===== src/hw/rtl/tcw_pkg.sv =====
// shared constants and register codes for the congestion window controller
package tcw_pkg;

    // field widths
    localparam int ACTION_W    = 1;
    localparam int WAVE_W      = 10;
    localparam int TIME_W      = 32;
    localparam int WIN_W       = 32;
    localparam int PKT_W       = 16;
    localparam int MODE_W      = 2;
    localparam int TIMEOUT_W   = 36;
    localparam int CNT_W       = 11;
    localparam int CFG_IDX_W   = 3;
    localparam int CFG_DATA_W  = 32;

    // fixed point
    localparam int              FRAC_BITS = 16;
    localparam logic [TIME_W-1:0] ONE_FX  = TIME_W'(1) << FRAC_BITS;
    localparam logic [TIME_W-1:0] MAX32   = '1;
    localparam logic [CNT_W-1:0]  COUNT_MAX = '1;

    // divider: dividend width and quotient bits retired per cycle
    localparam int DVD_W       = 44;
    localparam int DIGIT_BITS  = 4;

    // default number of wave slots per action
    localparam int WAVES_DEFAULT = 1024;

    // configuration register indexes
    localparam logic [CFG_IDX_W-1:0] REG_PROTOCOL_MODE     = 3'd0;
    localparam logic [CFG_IDX_W-1:0] REG_PACKET_SIZE       = 3'd1;
    localparam logic [CFG_IDX_W-1:0] REG_MIN_THRESHOLD     = 3'd2;
    localparam logic [CFG_IDX_W-1:0] REG_INITIAL_WINDOW    = 3'd3;
    localparam logic [CFG_IDX_W-1:0] REG_INITIAL_THRESHOLD = 3'd4;

    // protocol modes
    localparam logic [MODE_W-1:0] MODE_TAHOE = 2'd0;
    localparam logic [MODE_W-1:0] MODE_RENO  = 2'd1;

    // event actions
    localparam logic ACT_RTT        = 1'b0;
    localparam logic ACT_CONGESTION = 1'b1;

    // reset values
    localparam logic [MODE_W-1:0] PROTOCOL_MODE_RESET = MODE_TAHOE;
    localparam logic [PKT_W-1:0]  PACKET_SIZE_RESET   = 16'd8192;
    localparam logic [WIN_W-1:0]  MIN_THRESHOLD_RESET = 32'd8192;
    localparam logic [WIN_W-1:0]  WINDOW_RESET        = 32'd8192;
    localparam logic [WIN_W-1:0]  THRESHOLD_RESET     = 32'd65536;

endpackage


===== src/hw/rtl/tcp_congestion_window_control_top.sv =====
// congestion window controller for one flow, seen bitmaps held in block memory
// sequence: wave slot, seen memory read, evaluation, then for a new rtt sample the mean
//   division and update, then the timeout division (skipped while no sample is counted)
// one item at a time; the shared 4-bit-per-cycle divider (mean, timeout) sets the pace;
//   the next input is taken while a finished result waits
// reset: a pass after reset clears every slot of the seen memory, no input taken then
module tcp_congestion_window_control_top #(
    parameter int WAVES = tcw_pkg::WAVES_DEFAULT
) (
    input  logic                              clk,
    input  logic                              rst_n,
    // event channel
    input  logic                              in_valid,
    output logic                              in_ready,
    input  logic [tcw_pkg::ACTION_W-1:0]      action,
    input  logic [tcw_pkg::WAVE_W-1:0]        wave,
    input  logic [tcw_pkg::TIME_W-1:0]        rtt_sample,
    // result channel
    output logic                              out_valid,
    input  logic                              out_ready,
    output logic [tcw_pkg::WIN_W-1:0]         window,
    output logic [tcw_pkg::WIN_W-1:0]         threshold,
    output logic                              in_slow_start,
    output logic [tcw_pkg::TIME_W-1:0]        mean_rtt,
    output logic [tcw_pkg::TIMEOUT_W-1:0]     timeout,
    output logic                              repeated,
    // configuration write port
    input  logic                              cfg_write,
    input  logic [tcw_pkg::CFG_IDX_W-1:0]     cfg_index,
    input  logic [tcw_pkg::CFG_DATA_W-1:0]    cfg_data
);
    import tcw_pkg::*;

    // memory index and divider sizing
    localparam int IDX_W     = $clog2(WAVES);
    localparam int DIV_W     = CNT_W + 1;
    localparam int DIV_STEPS = DVD_W / DIGIT_BITS;
    localparam int STEP_W    = $clog2(DIV_STEPS);
    localparam int PROD_W    = TIME_W + CNT_W;
    localparam int TQ_W      = TIME_W + 2;

    // wave modulo WAVES by reciprocal multiplication, exact for every wave number
    localparam int MOD_SH    = WAVE_W + $clog2(WAVES);
    localparam int RECIP_W   = WAVE_W + 2;
    localparam int MPROD_W   = WAVE_W + RECIP_W;
    localparam logic [RECIP_W-1:0] MOD_RECIP =
        RECIP_W'(((64'd1 << MOD_SH) + 64'(WAVES) - 64'd1) / 64'(WAVES));
    // quotient times WAVES never exceeds the wave, so the low bits suffice
    localparam logic [WAVE_W-1:0]  MOD_DIV   = WAVE_W'(WAVES);

    // sequencer codes
    localparam int ST_W = 4;
    localparam logic [ST_W-1:0] S_CLEAR = 4'd0;   // clearing pass over the seen memory
    localparam logic [ST_W-1:0] S_IDLE  = 4'd1;   // waiting for an event transfer
    localparam logic [ST_W-1:0] S_MOD   = 4'd2;   // wave modulo WAVES into the memory index
    localparam logic [ST_W-1:0] S_READ  = 4'd3;   // seen memory read issued
    localparam logic [ST_W-1:0] S_EVAL  = 4'd4;   // seen bits back, write back, react
    localparam logic [ST_W-1:0] S_MUL   = 4'd5;   // mean*count landed, load mean division
    localparam logic [ST_W-1:0] S_MDIV  = 4'd6;   // mean division running
    localparam logic [ST_W-1:0] S_UPD   = 4'd7;   // commit mean, count and window growth
    localparam logic [ST_W-1:0] S_TLOAD = 4'd8;   // start timeout division
    localparam logic [ST_W-1:0] S_TDIV  = 4'd9;   // timeout division running
    localparam logic [ST_W-1:0] S_TFIN  = 4'd10;  // form the result

    // sequencer
    logic [ST_W-1:0]      state_reg, state_next;
    logic [IDX_W-1:0]     clr_cnt_reg;

    // configuration (initial window and threshold are reloaded as defaults by
    // every reset, so a written value never reaches the window)
    logic [MODE_W-1:0]    mode_reg;
    logic [PKT_W-1:0]     packet_reg;
    logic [WIN_W-1:0]     min_thr_reg;

    // flow state
    logic [WIN_W-1:0]     cwnd_reg;
    logic [WIN_W-1:0]     ssthresh_reg;
    logic                 slow_reg;
    logic [TIME_W-1:0]    mean_reg;
    logic [TIME_W-1:0]    last_reg;
    logic [CNT_W-1:0]     count_reg;

    // latched event and working registers
    logic                 act_reg;
    logic [WAVE_W-1:0]    wave_reg;
    logic [TIME_W-1:0]    rtt_reg;
    logic [IDX_W-1:0]     idx_reg;
    logic [1:0]           rd_reg;
    logic                 rep_reg;
    logic [PROD_W-1:0]    prod_reg;

    // shared divider
    logic [DVD_W-1:0]     div_dvd_reg;
    logic [DIV_W-1:0]     div_rem_reg;
    logic [DIV_W-1:0]     div_dsr_reg;
    logic [STEP_W-1:0]    div_cnt_reg;
    logic [DVD_W-1:0]     dvd_step;
    logic [DIV_W-1:0]     rem_step;

    // seen bitmaps, bit 0 for rtt samples, bit 1 for congestion signals
    logic [1:0]           seen_mem [WAVES];

    // result register
    logic                 out_valid_reg;
    logic [WIN_W-1:0]     out_window_reg;
    logic [WIN_W-1:0]     out_thr_reg;
    logic                 out_slow_reg;
    logic [TIME_W-1:0]    out_mean_reg;
    logic [TIMEOUT_W-1:0] out_tout_reg;
    logic                 out_rep_reg;

    // derived
    logic                 seen_bit;
    logic                 out_load;
    logic                 div_busy;
    logic [WIN_W:0]       win_double;
    logic [WIN_W:0]       win_add;
    logic [WIN_W-1:0]     win_half;
    logic [TQ_W-1:0]      tout_sum;
    logic [TIMEOUT_W-1:0] tout_val;
    logic [MPROD_W-1:0]   mod_prod;
    logic [WAVE_W-1:0]    mod_quot;
    logic [WAVE_W-1:0]    mod_rem;

    assign in_ready      = (state_reg == S_IDLE);
    assign out_valid     = out_valid_reg;
    assign window        = out_window_reg;
    assign threshold     = out_thr_reg;
    assign in_slow_start = out_slow_reg;
    assign mean_rtt      = out_mean_reg;
    assign timeout       = out_tout_reg;
    assign repeated      = out_rep_reg;

    assign seen_bit = (act_reg == ACT_CONGESTION) ? rd_reg[1] : rd_reg[0];
    assign out_load = (state_reg == S_TFIN) && (!out_valid_reg || out_ready);
    assign div_busy = (state_reg == S_MDIV) || (state_reg == S_TDIV);

    assign win_double = {cwnd_reg, 1'b0};
    assign win_add    = {1'b0, cwnd_reg} + (WIN_W + 1)'(packet_reg);
    assign win_half   = cwnd_reg >> 1;

    // wave slot: quotient from the reciprocal, remainder by subtraction
    assign mod_prod = MPROD_W'(wave_reg) * MPROD_W'(MOD_RECIP);
    assign mod_quot = WAVE_W'(mod_prod >> MOD_SH);
    assign mod_rem  = wave_reg - WAVE_W'(mod_quot * MOD_DIV);

    // timeout: mean plus 2*last/count, floored at one, times four; the sum stays
    // below 2^34 so the shifted value always fits the field
    assign tout_sum = TQ_W'(mean_reg) + div_dvd_reg[TQ_W-1:0];
    always_comb
    begin
        if (count_reg == '0)
        begin
            tout_val = TIMEOUT_W'(ONE_FX) << 2;
        end
        else if (tout_sum < TQ_W'(ONE_FX))
        begin
            tout_val = TIMEOUT_W'(ONE_FX) << 2;
        end
        else
        begin
            tout_val = {tout_sum, 2'b00};
        end
    end

    // restoring divider, DIGIT_BITS quotient bits per cycle on a narrow remainder
    always_comb
    begin
        logic [DIV_W:0] trial;
        rem_step = div_rem_reg;
        dvd_step = div_dvd_reg;
        trial    = '0;
        for (int i = 0; i < DIGIT_BITS; i++)
        begin
            trial    = {rem_step, dvd_step[DVD_W-1]};
            dvd_step = {dvd_step[DVD_W-2:0], 1'b0};
            if (trial >= {1'b0, div_dsr_reg})
            begin
                rem_step    = DIV_W'(trial - {1'b0, div_dsr_reg});
                dvd_step[0] = 1'b1;
            end
            else
            begin
                rem_step = trial[DIV_W-1:0];
            end
        end
    end

    // next state
    always_comb
    begin
        state_next = state_reg;
        unique case (state_reg)
            S_CLEAR:
            begin
                if (clr_cnt_reg == IDX_W'(WAVES - 1))
                begin
                    state_next = S_IDLE;
                end
            end
            S_IDLE:
            begin
                if (in_valid)
                begin
                    state_next = S_MOD;
                end
            end
            S_MOD:
            begin
                state_next = S_READ;
            end
            S_READ:
            begin
                state_next = S_EVAL;
            end
            S_EVAL:
            begin
                // only a new rtt sample needs the mean division
                if (!seen_bit && act_reg == ACT_RTT)
                begin
                    state_next = S_MUL;
                end
                else
                begin
                    state_next = S_TLOAD;
                end
            end
            S_MUL:
            begin
                state_next = S_MDIV;
            end
            S_MDIV:
            begin
                if (div_cnt_reg == '0)
                begin
                    state_next = S_UPD;
                end
            end
            S_UPD:
            begin
                state_next = S_TLOAD;
            end
            S_TLOAD:
            begin
                // no samples yet: the timeout is a constant, skip the division
                state_next = (count_reg == '0) ? S_TFIN : S_TDIV;
            end
            S_TDIV:
            begin
                if (div_cnt_reg == '0)
                begin
                    state_next = S_TFIN;
                end
            end
            S_TFIN:
            begin
                if (out_load)
                begin
                    state_next = S_IDLE;
                end
            end
            default:
            begin
                state_next = S_IDLE;
            end
        endcase
    end

    // control and flow state
    always_ff @(posedge clk or negedge rst_n)
    begin
        if (!rst_n)
        begin
            state_reg     <= S_CLEAR;
            clr_cnt_reg   <= '0;
            mode_reg      <= PROTOCOL_MODE_RESET;
            packet_reg    <= PACKET_SIZE_RESET;
            min_thr_reg   <= MIN_THRESHOLD_RESET;
            cwnd_reg      <= WINDOW_RESET;
            ssthresh_reg  <= THRESHOLD_RESET;
            slow_reg      <= 1'b1;
            mean_reg      <= '0;
            last_reg      <= '0;
            count_reg     <= '0;
            out_valid_reg <= 1'b0;
        end
        else
        begin
            state_reg <= state_next;

            if (state_reg == S_CLEAR)
            begin
                clr_cnt_reg <= clr_cnt_reg + IDX_W'(1);
            end

            if (cfg_write)
            begin
                unique case (cfg_index)
                    REG_PROTOCOL_MODE: mode_reg    <= cfg_data[MODE_W-1:0];
                    REG_PACKET_SIZE:   packet_reg  <= cfg_data[PKT_W-1:0];
                    REG_MIN_THRESHOLD: min_thr_reg <= cfg_data[WIN_W-1:0];
                    REG_INITIAL_WINDOW, REG_INITIAL_THRESHOLD:
                    begin
                        // no effect: reset restores the defaults, so a written value is never used
                    end
                    default:
                    begin
                    end
                endcase
            end

            // congestion reaction, none in the no-reaction modes
            if (state_reg == S_EVAL && !seen_bit && act_reg == ACT_CONGESTION)
            begin
                if (mode_reg == MODE_TAHOE || mode_reg == MODE_RENO)
                begin
                    ssthresh_reg <= (win_half > min_thr_reg) ? win_half : min_thr_reg;
                    slow_reg     <= 1'b1;
                    if (mode_reg == MODE_TAHOE)
                    begin
                        cwnd_reg <= WIN_W'(packet_reg);
                    end
                    else
                    begin
                        cwnd_reg <= (win_half > WIN_W'(packet_reg)) ? win_half
                                                                    : WIN_W'(packet_reg);
                    end
                end
            end

            // new sample: mean, last, count and window growth
            if (state_reg == S_UPD)
            begin
                if (div_dvd_reg < DVD_W'(ONE_FX))
                begin
                    mean_reg <= ONE_FX;
                end
                else if (div_dvd_reg[DVD_W-1:TIME_W] != '0)
                begin
                    mean_reg <= MAX32;
                end
                else
                begin
                    mean_reg <= div_dvd_reg[TIME_W-1:0];
                end
                last_reg <= rtt_reg;
                if (count_reg != COUNT_MAX)
                begin
                    count_reg <= count_reg + CNT_W'(1);
                end
                if (slow_reg)
                begin
                    // exit test uses the full doubled value
                    if (win_double >= (WIN_W + 1)'(ssthresh_reg))
                    begin
                        slow_reg <= 1'b0;
                    end
                    cwnd_reg <= win_double[WIN_W] ? MAX32 : win_double[WIN_W-1:0];
                end
                else
                begin
                    cwnd_reg <= win_add[WIN_W] ? MAX32 : win_add[WIN_W-1:0];
                end
            end

            if (out_load)
            begin
                out_valid_reg <= 1'b1;
            end
            else if (out_ready)
            begin
                out_valid_reg <= 1'b0;
            end
        end
    end

    // payload and divider registers
    always_ff @(posedge clk)
    begin
        if (in_valid && in_ready)
        begin
            act_reg  <= action;
            wave_reg <= wave;
            rtt_reg  <= rtt_sample;
        end

        // divider load per phase, otherwise iterate while busy
        if (state_reg == S_MUL)
        begin
            div_dvd_reg <= DVD_W'(prod_reg) + DVD_W'(rtt_reg);
            div_rem_reg <= '0;
            div_dsr_reg <= DIV_W'(count_reg) + DIV_W'(1);
            div_cnt_reg <= STEP_W'(DIV_STEPS - 1);
        end
        else if (state_reg == S_TLOAD)
        begin
            div_dvd_reg <= DVD_W'({last_reg, 1'b0});
            div_rem_reg <= '0;
            div_dsr_reg <= DIV_W'(count_reg);
            div_cnt_reg <= STEP_W'(DIV_STEPS - 1);
        end
        else if (div_busy)
        begin
            div_dvd_reg <= dvd_step;
            div_rem_reg <= rem_step;
            div_cnt_reg <= div_cnt_reg - STEP_W'(1);
        end

        if (state_reg == S_MOD)
        begin
            idx_reg <= IDX_W'(mod_rem);
        end

        if (state_reg == S_EVAL)
        begin
            rep_reg  <= seen_bit;
            prod_reg <= PROD_W'(mean_reg) * PROD_W'(count_reg);
        end

        if (out_load)
        begin
            out_window_reg <= cwnd_reg;
            out_thr_reg    <= ssthresh_reg;
            out_slow_reg   <= slow_reg;
            out_mean_reg   <= mean_reg;
            out_tout_reg   <= tout_val;
            out_rep_reg    <= rep_reg;
        end
    end

    // seen memory: one write port (clearing pass or write back), one registered read
    always_ff @(posedge clk)
    begin
        if (state_reg == S_CLEAR)
        begin
            seen_mem[clr_cnt_reg] <= 2'b00;
        end
        else if (state_reg == S_EVAL)
        begin
            seen_mem[idx_reg] <= (act_reg == ACT_CONGESTION) ? (rd_reg | 2'b10)
                                                             : (rd_reg | 2'b01);
        end

        if (state_reg == S_READ)
        begin
            rd_reg <= seen_mem[idx_reg];
        end
    end

    // a running division is never restarted or left early
    assert property (@(posedge clk) disable iff (!rst_n)
        (div_busy && div_cnt_reg != '0) |=> (state_reg == $past(state_reg)))
        else $error("divider phase left before its last step");

    // the mean only moves when a new sample is committed
    assert property (@(posedge clk) disable iff (!rst_n)
        !$stable(mean_reg) |-> ($past(state_reg) == S_UPD))
        else $error("mean changed outside a sample update");

    // once a sample is counted the mean is floored at one
    assert property (@(posedge clk) disable iff (!rst_n)
        (count_reg != '0) |-> (mean_reg >= ONE_FX))
        else $error("mean below one with samples counted");

    // a result formed in the final phase is offered at the next edge
    assert property (@(posedge clk) disable iff (!rst_n)
        out_load |=> (out_valid_reg && state_reg == S_IDLE))
        else $error("formed result not offered");

endmodule


===== config.mk =====
export PLATFORM = sky130hd
export DESIGN_NAME = tcp_congestion_window_control_top
export DESIGN_NICKNAME = d
export VERILOG_FILES = /design/src/hw/rtl/tcw_pkg.sv /design/src/hw/rtl/tcp_congestion_window_control_top.sv
export SDC_FILE = /design/constraint.sdc
export NUM_CORES = 2
export LEC_CHECK = 0
export ABC_AREA = 1
export BUFFER_PORTS_ARGS = -buffer_cell sky130_fd_sc_hd__buf_2
export CAP_MARGIN = 30
export CORE_MARGIN = 2
export CORE_UTILIZATION = 55
export CTS_CLUSTER_DIAMETER = 120
export DETAILED_ROUTE_END_ITERATION = 12
export PLACE_DENSITY = 0.67
export SLEW_MARGIN = 20
export SYNTH_ARGS = -nofsm -noshare
export SYNTH_HDL_FRONTEND = slang
export SYNTH_SLANG_ARGS = --single-unit

===== constraint.sdc =====
create_clock -name clk -period 99.1 [get_ports clk]
set_clock_uncertainty 0.15 [all_clocks]
set_input_delay 9.91 -clock clk [delete_from_list [all_inputs] [get_ports clk]]
set_output_delay 9.91 -clock clk [all_outputs]
set_load 0.02 [all_outputs]

==> results.sh <==
export IMPL_drv_cap=0
export IMPL_yosysMostFrequentCell="nor2_1"
export IMPL_cts_hold_buf=0
export IMPL_fin_area_um2=139000
export IMPL_synth_top_area_frac=0.556
export IMPL_total_power_mw=4.13
export IMPL_ctsRootBufferMaster="clkbuf_16"
export IMPL_vias=94453
export IMPL_grt_pass1_wl_um=546000
export IMPL_dpl_cell_area_um2=129000
export IMPL_grt_remaining_overflow=0
export IMPL_yosys_area_top_type="edfxtp_1"
export IMPL_area_growth_pct=10.0
export IMPL_dr_pass1_iters=9
export IMPL_cts_tree="built"
export IMPL_cp_end_kind="output port"
export IMPL_row_count=175
export IMPL_top_layer="met5"
export IMPL_initial_core_util=0.554
export IMPL_dp_final_hpwl_um=215000
export IMPL_first_iter_violations=11586
export IMPL_globalplace_congestion=0.964
export IMPL_maxSlewViolCount=0
export IMPL_synthCells=12424
export IMPL_grt_setup_unrepaired="no"
export IMPL_synth_edff_count=2335
export IMPL_worstPathRequired_ns=89.04
export IMPL_fp_dieH_um=483
export IMPL_outcome="finished, final reports clean"
export IMPL_arrival_ns=1.93
export IMPL_hold_worst_slack_ns=0.267
export IMPL_cts_made_buffers=287
export IMPL_worstPathMaxFanout=6
export IMPL_post_cts_buffers=0
export IMPL_totalNegativeSetupSlack_ns=0
export IMPL_cts_htree_levels=5
export IMPL_min_period_ns=11.99
export IMPL_clkLatencyLatePin_ns=0.94
export IMPL_drc=0
export IMPL_hold_class="flip-flop to flip-flop"
export IMPL_grt_max_degree=279
export IMPL_synth_distinct_cells=70
export IMPL_synth_area_top_cells="edfxtp_1 56%, nor2_1 7.2%, o21ai_0 5.4%, nand2_1 5.4%, fa_1 4.4%"
export IMPL_cts_clk_slew_worst_paths_ns=0.06
export IMPL_antenna_left=0
export IMPL_maxSlewHeadroom=0.194
export IMPL_combPwrFrac=0.423
export IMPL_drt_wl_total_um=365000
export IMPL_seq_area_frac_synth=0.600
export IMPL_clock_tree_buffer_depth=4
export IMPL_synth_seq_cells=2556
export IMPL_clkPwrFrac=0.243
export IMPL_antenna_found_initial=4
export IMPL_crit_path_start_kind="flip-flop"
export IMPL_ioPinCount=219
export IMPL_largest_register_ffs=2048
export IMPL_vias_per_cell=6.09
export IMPL_yosys_top_cells_count="2434 x nor2_1, 2335 x edfxtp_1, 1798 x nand2_1"
export IMPL_grt_pass1_vias=91159
export IMPL_wl_met2_um=169000
export IMPL_p_seq_frac=0.334
export IMPL_dieWidth_um=483
export IMPL_fillers=18590
export IMPL_ir_drop_mv=0.0704
export IMPL_leakage_nw=51.0
export IMPL_cts_num_sinks=2556
export IMPL_grt_total_usage=0.308
export IMPL_core_area_um2=227000
export IMPL_wl_met3_um=34000
export IMPL_switching_share=0.411
export IMPL_postSynthAreaPerCell_um2=10.1
export IMPL_cts_resized=0
export IMPL_m1WireLength_um=146000
export IMPL_period_share=0.121
export IMPL_numPortBuffers=216
export IMPL_die_area_um2=233000
export IMPL_syn_cell_area_um2=126000
export IMPL_yosysWarnings=0
export IMPL_finalSetupViolCount=0
export IMPL_intPower_mw=2.43
export IMPL_async_reset_ff_frac=0.0802
export IMPL_fin_nets=12955
export IMPL_synth_ff_type="edfxtp_1"
export IMPL_tightestPinTransition_ns=1.21
export IMPL_p_switching_mw=1.69
export IMPL_clock_fmax_mhz=83.4
export IMPL_hold_violations=0
export IMPL_path_class="flip-flop to output port"
export IMPL_drive_gt1_frac=0.0750
export IMPL_avgRoutedWirePerCell_um=23.5
export IMPL_p_per_area_nw_per_um2=29.8
-- power by group through the flow --
stage | registers (mW) | logic, mW | clock network [mW]
5_1_grt | 1.38 | 1.94 | 1.05
6_report | 1.38 | 1.75 | 1.00
2_1_floorplan | 1.42 | 1.25 | 0
3_5_place_dp | 1.40 | 1.70 | 0
4_1_cts | 1.38 | 1.71 | 1.01
3_3_place_gp | 1.40 | 1.67 | 0
-- final timing paths --
kind                                     start                to  slack [ns]  depth (start not counted)
worst max register to register  div_dsr_reg[1]    div_dvd_reg[0]       89.86                         45
worst min register to register         rep_reg          repeated        0.27                          0
max in group asynchronous                rst_n      last_reg[31]       87.99                          4
worst max-delay path              state_reg[1]          in_ready       87.11                          4
worst min-delay path                   rep_reg          repeated        0.27                          0
min in group asynchronous                rst_n  ssthresh_reg[11]        8.88                          1
-- layer usage --
| metal | GRT usage | up-vias |
|---|---|---|
| met2 | 0.497 | 4832 |
| met4 | 0.121 | 2 |
| met3 | 0.0425 | 810 |
| li1 | - | 42451 |
| met1 | 0.426 | 46358 |
| met5 | 0 | - |
-- stage by stage --
step	std cells	setup slack [ns]	util
floorplan	12425	64.36	-
global placement	14998	86.78	0.568
detailed placement	15007	86.69	0.569
CTS	15491	87.05	0.607
global route	15510	86.95	0.609
finish	15511	87.11	0.609
-- cells by family (layout without fill, tap and decap cells) --
| logic type | after synthesis | count (layout) | share of synthesized area |
|---|---|---|---|
| simple gates | 5065 | 5065 | 0.161 |
| flops | 2556 | 2556 | 0.600 |
| compound gates | 2410 | 2410 | 0.105 |
| buf+inv | 1680 | 1755 | 0.0518 |
| fa+ha+maj | 567 | 567 | 0.0727 |
| xor+xnor | 144 | 144 | 0.0100 |
| other cells | 1 | 4 | 0.0000298 |
| mux | 1 | 1 | 0.0000893 |
-- final cells by class --
class | count | area (um2) | area share
Tap cell | 3009 | 3760 | 0.0272
Clock buffer | 356 | 7710 | 0.0556
Inverter | 867 | 3290 | 0.0238
Multi-Input combinational cell | 8189 | 44300 | 0.319
Timing Repair Buffer | 404 | 3050 | 0.0220
Clock inverter | 128 | 985 | 0.00710
Antenna cell | 2 | 5.00 | 0.0000361
Sequential cell | 2556 | 75600 | 0.545
-- layout by cell type, fill, tap and decap left out, types with 29 or more instances in the layout --
master,instances
a21oi_1,306
nand2_2,40
fa_1,276
clkinv_1,51
a31oi_1,40
edfxtp_1,2335
nand4_1,43
o21ai_1,34
clkbuf_16,297
inv_1,831
clkinv_2,47
nand2_1,1766
xnor2_1,52
dfrtp_1,198
nand3_1,638
clkbuf_1,53
nor3_1,53
ha_1,291
buf_4,153
buf_2,215
nor2_1,2427
nor4_1,29
o22ai_1,527
xor2_1,92
o211ai_1,36
o21ai_0,1355
-- critical path, cell delays in order (launching register included) --
cell and delay (ns):
dfrtp_1 0.43, nor2_1 0.16, inv_1 0.11, nor2_1 0.14, buf_2 0.19
No activity file was read; power rests on OpenSTA's default activity.
